--- src/rct_pkg.sv ---
`timescale 1ns / 1ps

package rct_pkg;

  // request operation codes
  typedef enum logic [1:0] {
    FnRun     = 2'd0,
    FnTrigger = 2'd1,
    FnCancel  = 2'd2,
    FnNone    = 2'd3
  } func_e;

  // configuration register indexes
  typedef enum logic [2:0] {
    CfgEnable         = 3'd0,
    CfgAllowRetrigger = 3'd1,
    CfgBothEdges      = 3'd2,
    CfgTriggerLinked  = 3'd3,
    CfgCooldownTime   = 3'd4,
    CfgDurationTime   = 3'd5
  } cfg_idx_e;

  localparam int unsigned TimeW = 32;

  typedef logic [TimeW-1:0] time_t;

  localparam time_t DurationReset = 32'd1000;

endpackage

--- src/retriggerable_countdown_timer_top.sv ---
`timescale 1ns / 1ps

// Retriggerable countdown timer. Each request carries an operation (run step with a
// sampled trigger level, software trigger, cancel, or no operation) and the current
// free-running millisecond time; each request returns exactly one result with the
// active flag, the remaining time, the number of accepted triggers and the run
// status. A request is held in the input register and evaluated against the timer
// state on the way into the output register, so the block sustains one request per
// clock while the output is not stalled. The single state update per request (two
// 32-bit subtract-and-compare paths, a subtract and an increment) is the logic
// between the two registers. While a result waits on a stalled output the input
// register takes one more request and then the input stalls. Configuration registers
// are written through a plain write port and must only change while no request is in
// flight; out-of-range indexes are ignored.
module retriggerable_countdown_timer_top (
  input  logic        clk_i,
  input  logic        rst_ni,
  // configuration write port
  input  logic        cfg_we_i,
  input  logic [2:0]  cfg_index_i,
  input  logic [31:0] cfg_data_i,
  // request channel
  input  logic        in_valid_i,
  output logic        in_stall_o,
  input  logic [1:0]  func_i,
  input  logic [31:0] now_time_i,
  input  logic        trigger_level_i,
  // result channel
  output logic        out_valid_o,
  input  logic        out_stall_i,
  output logic        is_active_o,
  output logic [31:0] time_left_o,
  output logic [31:0] fire_count_o,
  output logic        run_status_o
);

  // configuration registers
  logic           enable_q;
  logic           allow_retrigger_q;
  logic           both_edges_q;
  logic           trigger_linked_q;
  rct_pkg::time_t cooldown_q;
  rct_pkg::time_t duration_q;

  always_ff @(posedge clk_i or negedge rst_ni) begin
    if (!rst_ni) begin
      enable_q          <= 1'b1;
      allow_retrigger_q <= 1'b0;
      both_edges_q      <= 1'b0;
      trigger_linked_q  <= 1'b0;
      cooldown_q        <= '0;
      duration_q        <= rct_pkg::DurationReset;
    end else if (cfg_we_i) begin
      case (rct_pkg::cfg_idx_e'(cfg_index_i))
        rct_pkg::CfgEnable:         enable_q          <= cfg_data_i[0];
        rct_pkg::CfgAllowRetrigger: allow_retrigger_q <= cfg_data_i[0];
        rct_pkg::CfgBothEdges:      both_edges_q      <= cfg_data_i[0];
        rct_pkg::CfgTriggerLinked:  trigger_linked_q  <= cfg_data_i[0];
        rct_pkg::CfgCooldownTime:   cooldown_q        <= cfg_data_i;
        rct_pkg::CfgDurationTime:   duration_q        <= cfg_data_i;
        default: ;
      endcase
    end
  end

  // handshake: output register advances when empty or not stalled
  logic s1_valid_q;
  logic out_valid_q;
  logic out_ready;
  logic s1_move;
  logic in_accept;

  assign out_ready  = !out_valid_q || !out_stall_i;
  assign s1_move    = s1_valid_q && out_ready;
  assign in_stall_o = s1_valid_q && !out_ready;
  assign in_accept  = in_valid_i && !in_stall_o;

  // input register
  rct_pkg::func_e s1_func_q;
  rct_pkg::time_t s1_now_q;
  logic           s1_level_q;

  always_ff @(posedge clk_i or negedge rst_ni) begin
    if (!rst_ni) begin
      s1_valid_q <= 1'b0;
    end else if (in_accept) begin
      s1_valid_q <= 1'b1;
    end else if (s1_move) begin
      s1_valid_q <= 1'b0;
    end
  end

  always_ff @(posedge clk_i) begin
    if (in_accept) begin
      s1_func_q  <= rct_pkg::func_e'(func_i);
      s1_now_q   <= now_time_i;
      s1_level_q <= trigger_level_i;
    end
  end

  // timer state
  logic           last_level_q, last_level_d;
  logic           running_q, running_d;
  rct_pkg::time_t start_q, start_d;
  rct_pkg::time_t last_fire_q, last_fire_d;
  rct_pkg::time_t count_q, count_d;
  rct_pkg::time_t remaining_q, remaining_d;

  logic           edge_seen;
  logic           fire_req;
  logic           cool_block;
  logic           fire_ok;
  rct_pkg::time_t since_fire;
  rct_pkg::time_t elapsed;

  assign edge_seen  = (s1_level_q && !last_level_q) ||
                      (both_edges_q && !s1_level_q && last_level_q);
  assign fire_req   = (s1_func_q == rct_pkg::FnTrigger) ||
                      ((s1_func_q == rct_pkg::FnRun) && trigger_linked_q && edge_seen);
  assign since_fire = s1_now_q - last_fire_q;
  // first trigger (or first after count wrap) skips the cooldown guard
  assign cool_block = (count_q != '0) && (cooldown_q != '0) && (since_fire < cooldown_q);
  assign fire_ok    = fire_req && enable_q && !cool_block &&
                      !(running_q && !allow_retrigger_q);
  assign elapsed    = s1_now_q - start_q;

  always_comb begin
    last_level_d = last_level_q;
    running_d    = running_q;
    start_d      = start_q;
    last_fire_d  = last_fire_q;
    count_d      = count_q;
    remaining_d  = remaining_q;

    if (fire_ok) begin
      running_d   = 1'b1;
      start_d     = s1_now_q;
      last_fire_d = s1_now_q;
      count_d     = count_q + 32'd1;
    end

    case (s1_func_q)
      rct_pkg::FnRun: begin
        last_level_d = s1_level_q;
        if (fire_ok) begin
          // fresh start: nothing elapsed yet
          if (duration_q == '0) begin
            running_d   = 1'b0;
            remaining_d = '0;
          end else begin
            remaining_d = duration_q;
          end
        end else if (running_q) begin
          if (elapsed >= duration_q) begin
            running_d   = 1'b0;
            remaining_d = '0;
          end else begin
            remaining_d = duration_q - elapsed;
          end
        end
      end
      rct_pkg::FnCancel: begin
        running_d   = 1'b0;
        remaining_d = '0;
      end
      default: ;
    endcase
  end

  always_ff @(posedge clk_i or negedge rst_ni) begin
    if (!rst_ni) begin
      last_level_q <= 1'b0;
      running_q    <= 1'b0;
      start_q      <= '0;
      last_fire_q  <= '0;
      count_q      <= '0;
      remaining_q  <= '0;
    end else if (s1_move) begin
      last_level_q <= last_level_d;
      running_q    <= running_d;
      start_q      <= start_d;
      last_fire_q  <= last_fire_d;
      count_q      <= count_d;
      remaining_q  <= remaining_d;
    end
  end

  // result register
  logic           res_active_q;
  rct_pkg::time_t res_left_q;
  rct_pkg::time_t res_count_q;

  always_ff @(posedge clk_i or negedge rst_ni) begin
    if (!rst_ni) begin
      out_valid_q <= 1'b0;
    end else if (out_ready) begin
      out_valid_q <= s1_valid_q;
    end
  end

  always_ff @(posedge clk_i) begin
    if (s1_move) begin
      res_active_q <= running_d;
      res_left_q   <= remaining_d;
      res_count_q  <= count_d;
    end
  end

  assign out_valid_o  = out_valid_q;
  assign is_active_o  = res_active_q;
  assign time_left_o  = res_left_q;
  assign fire_count_o = res_count_q;
  // status follows the running flag for every operation
  assign run_status_o = res_active_q;

  // idle timer always reports zero remaining time
  a_idle_zero_left: assert property (@(posedge clk_i) disable iff (!rst_ni)
    !running_q |-> (remaining_q == '0))
    else $error("remaining time nonzero while idle");

  // trigger count moves by at most one per request
  a_count_step: assert property (@(posedge clk_i) disable iff (!rst_ni)
    ##1 ((count_q == $past(count_q)) || (count_q == $past(count_q) + 32'd1)))
    else $error("trigger count jumped");

  // a disabled timer never accepts a trigger
  a_disabled_no_fire: assert property (@(posedge clk_i) disable iff (!rst_ni)
    !enable_q |=> (count_q == $past(count_q)))
    else $error("trigger accepted while disabled");

  // input only stalls when the input register holds a request
  a_stall_full: assert property (@(posedge clk_i) disable iff (!rst_ni)
    in_stall_o |-> (s1_valid_q && out_valid_q && out_stall_i))
    else $error("input stalled with free input register");

endmodule

--- config.mk ---
export PLATFORM = sky130hd
export DESIGN_NAME = retriggerable_countdown_timer_top
export DESIGN_NICKNAME = d
export VERILOG_FILES = /design/src/rct_pkg.sv /design/src/retriggerable_countdown_timer_top.sv
export SDC_FILE = /design/constraint.sdc
export NUM_CORES = 1
export LEC_CHECK = 0
export BUFFER_PORTS_ARGS = -buffer_cell sky130_fd_sc_hd__clkbuf_2
export CAP_MARGIN = 15
export CORE_ASPECT_RATIO = 1.5
export CORE_MARGIN = 2
export CORE_UTILIZATION = 56
export DETAILED_ROUTE_END_ITERATION = 8
export PLACE_DENSITY = 0.82
export SLEW_MARGIN = 20
export SYNTH_ARGS = -nofsm -noshare
export SYNTH_HDL_FRONTEND = slang
export SYNTH_SLANG_ARGS = --single-unit
--- constraint.sdc ---
create_clock -name clk_i -period 7.5 [get_ports clk_i]
set_input_delay 0.375 -clock clk_i [delete_from_list [all_inputs] [get_ports clk_i]]
set_output_delay 0.375 -clock clk_i [all_outputs]
set_load 0.02 [all_outputs]
After elaboration in Yosys (flattened, before gate mapping)
Index checks and enable logic that the tools add are counted.
{"block": "totals", "out_inout_bits": 68, "wordCells": 85, "input_bits": 75, "regBits": 268}
{"block": "classes", "n_reduce_logical": 40, "order_cmp": 2, "muxes": 14, "eq_ne": 7, "n_addsub": 3}
{"op": "two-way mux 32 bit", "n": 5}
{"op": "one-hot mux 32 bit (2 select lines)", "n": 1}
{"op": "nonzero test 32 bit", "n": 2}
{"op": "subtractor 32 bit", "n": 2}
{"op": "adder 32 x 1 -> 32 bit (second input constant)", "n": 1}
{"op": ">= comparator 32 bit", "n": 1}
{"op": "logical NOT 32 bit", "n": 1}
{"op": "less-than comparator 32 bit", "n": 1}
{"op": "AND reduction 2 bit", "n": 8}
{"op": "logical AND 1 bit", "n": 14}
{"op": "logical NOT 1 bit", "n": 9}
{"op": "two-way mux 1 bit", "n": 7}
{"op": "equality test 3 x 2 -> 1 bit (second input constant)", "n": 2}
{"op": "equality test 3 bit (second input constant)", "n": 2}
{"op": "equality test 3 x 1 -> 1 bit (second input constant)", "n": 1}
{"op": "logical NOT 3 bit", "n": 1}
{"op": "logical OR 1 bit", "n": 3}
{"op": "equality test 2 x 1 -> 1 bit (second input constant)", "n": 1}
{"op": "equality test 2 bit (second input constant)", "n": 1}
{"op": "logical NOT 2 bit", "n": 1}
{"op": "one-hot mux 1 bit (2 select lines)", "n": 1}
{"op": "nonzero test 2 bit", "n": 1}

Logic depth before layout (Yosys ltp)
{"block": "logic_depth", "depth_word": 14, "ltp_mapped": 28, "mapped_depth_nobuf": 25}

Least setup slack after synthesis
Ideal clock, no wire load.
{"block": "synth_timing", "path_type": "flip-flop to flip-flop", "from": "reg s1_now_q[1]", "to": "reg res_left_q[0], in the netlist time_left_o[0], data pin", "setup_ps": 257, "required_ps": 7243, "setup_slack_ps": 1999, "arrival_time_ps": 5244, "stages_incl_launch_ff": 24, "path_cell_list": "edfxtp_1 > ha_1 > nor2b_1 > o31a_1 > o41a_1 > a21o_1 > a211oi_1 > o21bai_1 > o41ai_1 > o21bai_1 > a21o_1 > xor2_1 > ha_1 > a21o_1 > a21oi_1 > o22ai_1 > nor3_1 > o211ai_1 > a2bb2oi_1 > clkbuf_1 > clkbuf_1 > clkbuf_1 > o221ai_1 > a32o_1"}
{"block": "synth_between", "elab_chain_len": 8, "elab_cells_between_ends": 11, "cone_classes": "1 x add/sub; 2 x order compare; 4 x mux; 4 x reduce/logical"}
{"element": "start, declared", "line_no": "retriggerable_countdown_timer_top.sv:80", "source": "rct_pkg::time_t s1_now_q;"}
{"element": "start signal, assigned", "line_no": "retriggerable_countdown_timer_top.sv:96", "source": "s1_now_q <= now_time_i;"}
{"element": "subtractor 32 bit *", "line_no": "retriggerable_countdown_timer_top.sv:125", "source": "assign elapsed = s1_now_q - start_q;"}
{"element": "less-than comparator 32 bit", "line_no": "retriggerable_countdown_timer_top.sv:122", "source": "assign cool_block = (count_q != '0) && (cooldown_q != '0) && (since_fire < cooldown_q);"}
{"element": "logical AND 1 bit", "line_no": "retriggerable_countdown_timer_top.sv:122"}
{"element": "logical NOT 1 bit", "line_no": "retriggerable_countdown_timer_top.sv:123", "source": "assign fire_ok = fire_req && enable_q && !cool_block &&"}
{"element": "logical AND 1 bit (2 in series)", "line_no": "retriggerable_countdown_timer_top.sv:123"}
{"element": "two-way mux 32 bit *", "line_no": "retriggerable_countdown_timer_top.sv:145", "source": "if (fire_ok) begin"}
{"element": "one-hot mux 32 bit (2 select lines) *", "line_no": "retriggerable_countdown_timer_top.sv:142", "source": "case (s1_func_q)"}
{"element": "named net remaining_d[0]", "line_no": "retriggerable_countdown_timer_top.sv:107", "source": "rct_pkg::time_t remaining_q, remaining_d;"}
{"element": "end signal, assigned", "line_no": "retriggerable_countdown_timer_top.sv:204", "source": "res_left_q <= remaining_d;"}
{"element": "end, declared", "line_no": "retriggerable_countdown_timer_top.sv:190", "source": "rct_pkg::time_t res_left_q;"}
The timed path passes the listed nets; every way through them passes the cells marked *.
A chain may end at the register's enable or synchronous reset.

Worst setup path after layout
{"block": "layout_timing", "from": "reg s1_now_q[1]", "to": "reg res_left_q[5], in the netlist time_left_o[5], data pin"}
The elaborated chain is that of the path after synthesis.

==> reports/qor.log <==
INFO  routing        route.antenna.remaining_nets=0
INFO  timing         worst_slew_pin_slew=1030ps
INFO  logic_synthesis synth_ff_type=dfrtp_1
INFO  global_routing vias_in_the_first_global_route=11900
INFO  pwr            static-leakage-power=7.86nW
INFO  flow_run       drv_cap=0
INFO  finish         area_growth_from_synthesis_to_layout=15.2%
INFO  pwr            power.switching_fraction=42.5%
INFO  routing        dr_total_vias=11800
INFO  pwr            power_switching=3.21mW
INFO  logic_synthesis syn-num-nets=1671
INFO  global_routing first_pass_grt_wire_length=59.4mm
INFO  logic_synthesis synth_seq_cells=268
INFO  timing         post-route-worst-setup-slack=1110ps
INFO  logic_synthesis synth.cells.most_frequent=161 x dfrtp_1, 151 x nand2_1, 125 x inv_1
INFO  setup_path     critPathRequiredTime=7800ps
INFO  placed_design  numPlacedInstances=1934
INFO  global_routing grt_use_total=25.9%
INFO  clock_network  cts.repair.resized=0
INFO  die            coreArea=26600um2
INFO  setup_path     critical_path.endpoint_type=flip-flop
INFO  logic_synthesis synth.distinct_cells=74
INFO  global_routing total_congestion_overflow_after_global_routing=0
INFO  logic_synthesis synth-seq-area-share=47.5%
INFO  finish         final_nets=1834
INFO  clock_network  cts_max_level=1
INFO  clock_network  max-clock-path-buffers=3
INFO  routing        drc_errors=0
INFO  finish         antenna_cells=0
INFO  finish         num-fill-cells=2076
INFO  timing         final.hold.worst_slack=47.9ps
INFO  routing        drt-initial-drc-count=925
INFO  logic_synthesis synthesis.area_per_instance=10.1um2
INFO  placed_design  globalplace.congestion=0.966
INFO  timing         fin_skew=28.1ps
INFO  logic_synthesis asyncSetResetFlopFracSynth=62.7%
INFO  hold_path      min_path_type=primary input to flip-flop
INFO  die            top_level_pins=143
INFO  timing         max_clock_freq=156MHz
INFO  logic_synthesis synth-warning-count=0
INFO  logic_synthesis post_synthesis_cell_type_with_the_largest_combined_area=dfrtp_1
INFO  logic_synthesis synth_area=15200um2
INFO  pwr            cellInternalPower=4.35mW
INFO  pwr            pwr_dens=432nW/um2
INFO  timing         final.period_utilization=85.2%
INFO  setup_path     timing_worst_setup_path_type=flip-flop to flip-flop
INFO  routing        wire_per_inst=18.2um
INFO  clock_network  worstSkewPairLatency=560ps
INFO  setup_path     worst-r2r-setup-slack=1110ps
INFO  die            floorplan.rows=73
INFO  pwr            ir_drop=0.000287V
INFO  die            initial_standard_cell_utilization_of_the_core=57.2%
INFO  placed_design  port_buffers=142
INFO  global_routing antenna_found_initial=0
INFO  clock_network  clk_pin_slew=70ps
INFO  placed_design  detailedPlace.worstSlack=1160ps
INFO  clock_network  cts_inserted_buffers=26
INFO  global_routing maximum_number_of_pins_on_one_net_before_global_route_repair=108
INFO  finish         final_cell_count_no_fill=2018
INFO  setup_path     critPathLaunchType=flip-flop
INFO  die            die_h=206um
INFO  finish         final_layout_size_suffix_gt1_share=16.5%
INFO  timing         fin_tns_setup=0ps
INFO  clock_network  cts.root.buffer_cell=clkbuf_16
INFO  timing         max_slew_margin=31.0%
INFO  timing         setup_violations=0
INFO  placed_design  place.detailed.hpwl=27.4mm
INFO  logic_synthesis synth.most_common_cell=dfrtp_1
INFO  timing         timing.final.hold_violations=0
INFO  setup_path     critical_path.max_fanout=37
INFO  die            floorplan.die_area=28500um2
INFO  logic_synthesis syn-instance-count=1498
INFO  routing        dr.pass1.iters=5
INFO  setup_path     critPathArrivalTime=6690ps
INFO  clock_network  cts_tree=yes
INFO  routing        drt-vias-per-instance=5.86
INFO  pwr            power_frac_seq=27.6%
INFO  routing        drt_wl_total=36.8mm
INFO  logic_synthesis synth.top_cell.area_share=26.5%
INFO  pwr            p_comb_share=54.2%
INFO  timing         unrepaired_setup_endpoints_after_global_routing=no
INFO  logic_synthesis synth_edf_count=100
INFO  timing         fin_crit=6390ps
INFO  pwr            share_clk_of_total_power=18.2%
INFO  timing         drv_slew=0
INFO  logic_synthesis synth.top_cells.by_area=dfrtp_1 27%, edfxtp_1 20%, ha_1 7.9%, o21ai_0 3.8%, xnor2_1 3.7%
INFO  pwr            finalPower=7.57mW
INFO  die            die_width=139um
INFO  clock_network  clock-sinks=268
INFO  status         status=completed
[flip-flops by register name, summed over array words and instances, names as in the netlist]
signal	cells
last_level_q	1
both_edges_q	1
remaining_q	32
out_valid_o	1
s1_func_q	2
s1_level_q	1
duration_q	32
last_fire_q	32
s1_valid_q	1
is_active_o	1
enable_q	1
trigger_linked_q	1
fire_count_o	32
s1_now_q	32
running_q	1
cooldown_q	32
count_q	32
time_left_o	32
allow_retrigger_q	1
[cell families after synthesis]
family / share of synthesized area [%]
buffers and inverters: 4.57
and+or+nand+nor: 13.9
AOI/OAI and AO/OA: 15.7
muxes: 3.25
DFF: 47.5
adders and majority gates: 8.17
xor gates and xnor gates: 6.91
[power by group through the flow]
| stage | Combinational [mW] | Clock [mW] | Sequential (mW) |
|---|---|---|---|
| after floorplan | 2.99 | 0 | 2.11 |
| final | 4.10 | 1.37 | 2.09 |
| after global routing | 4.57 | 1.45 | 2.12 |
| after CTS | 4.06 | 1.40 | 2.09 |
| after detailed placement | 4.02 | 0 | 2.11 |
| after global placement | 3.94 | 0 | 2.10 |
[layer usage]
layer	up-vias	wire [um]	global-route usage [%]
met5	-	0	0
met4	0	2100	14.9
met3	93	1560	2.35
met2	371	18900	47.4
met1	5653	14200	29.6
li1	5699	-	-
[placed cells by master, fill, tap and decap left out, types with 36 or more instances in the layout]
master / synthesis / routed
nor2_1: 71 / 70
nand2_1: 151 / 151
edfxtp_1: 100 / 100
xnor2_1: 65 / 65
o21ai_0: 114 / 114
inv_1: 125 / 124
clkbuf_2: 0 / 141
mux2_2: 43 / 43
dlygate4sd3_1: 0 / 36
xor2_1: 55 / 55
a21oi_1: 64 / 64
ha_1: 96 / 96
dfrtp_1: 161 / 161
a21o_1: 42 / 42
[final cells by class]
type / count / area (um2) / area share [%]
Clock buffer: 35 / 737 / 4.21
Inverter: 125 / 469 / 2.68
Clock inverter: 13 / 158 / 0.900
Multi-Input combinational cell: 1048 / 7330 / 41.9
Sequential cell: 268 / 7220 / 41.2
Timing Repair Buffer: 192 / 1180 / 6.75
Tap cell: 337 / 422 / 2.41
[final timing paths]
check / end / start / depth (start not counted)
min in group asynchronous: last_fire_q[0] / rst_ni / 2
max reg2reg: time_left_o[5] / s1_now_q[1] / 22
max: time_left_o[5] / s1_now_q[1] / 22
min: s1_valid_q / in_valid_i / 2
min reg2reg: last_fire_q[3] / s1_now_q[3] / 2
max in group asynchronous: count_q[18] / rst_ni / 3
[what timing repair did]
item | in CTS | in global routing
hold buffers | 36 | 0
buffers inserted | 0 | 0
endpoints found under the hold margin | 82 | 0
[stage by stage]
step,util (%),area [um2]
after floorplan,-,15200
after global placement,61.2,16300
after detailed placement,61.2,16300
after CTS,65.9,17500
after global routing,65.9,17500
final,65.9,17500
[critical path, stage by stage (launching register included)]
cell and delay (ps):
edfxtp_1 450, ha_1 330, nor2b_1 150, o31a_1 280, o41a_1 450, a21o_1 260
a211oi_1 350, o21bai_1 160, o41ai_1 430, o21bai_1 110, a21o_1 220, xor2_1 150
ha_1 290, a21o_1 160, a21oi_1 150, o22ai_1 100, nor3_1 130, o211ai_1 150
a2bb2oi_4 760, buf_4 400, o21ai_0 160, a31o_2 250, a32o_1 240
Note: power is estimated with default switching activity, not from simulation.
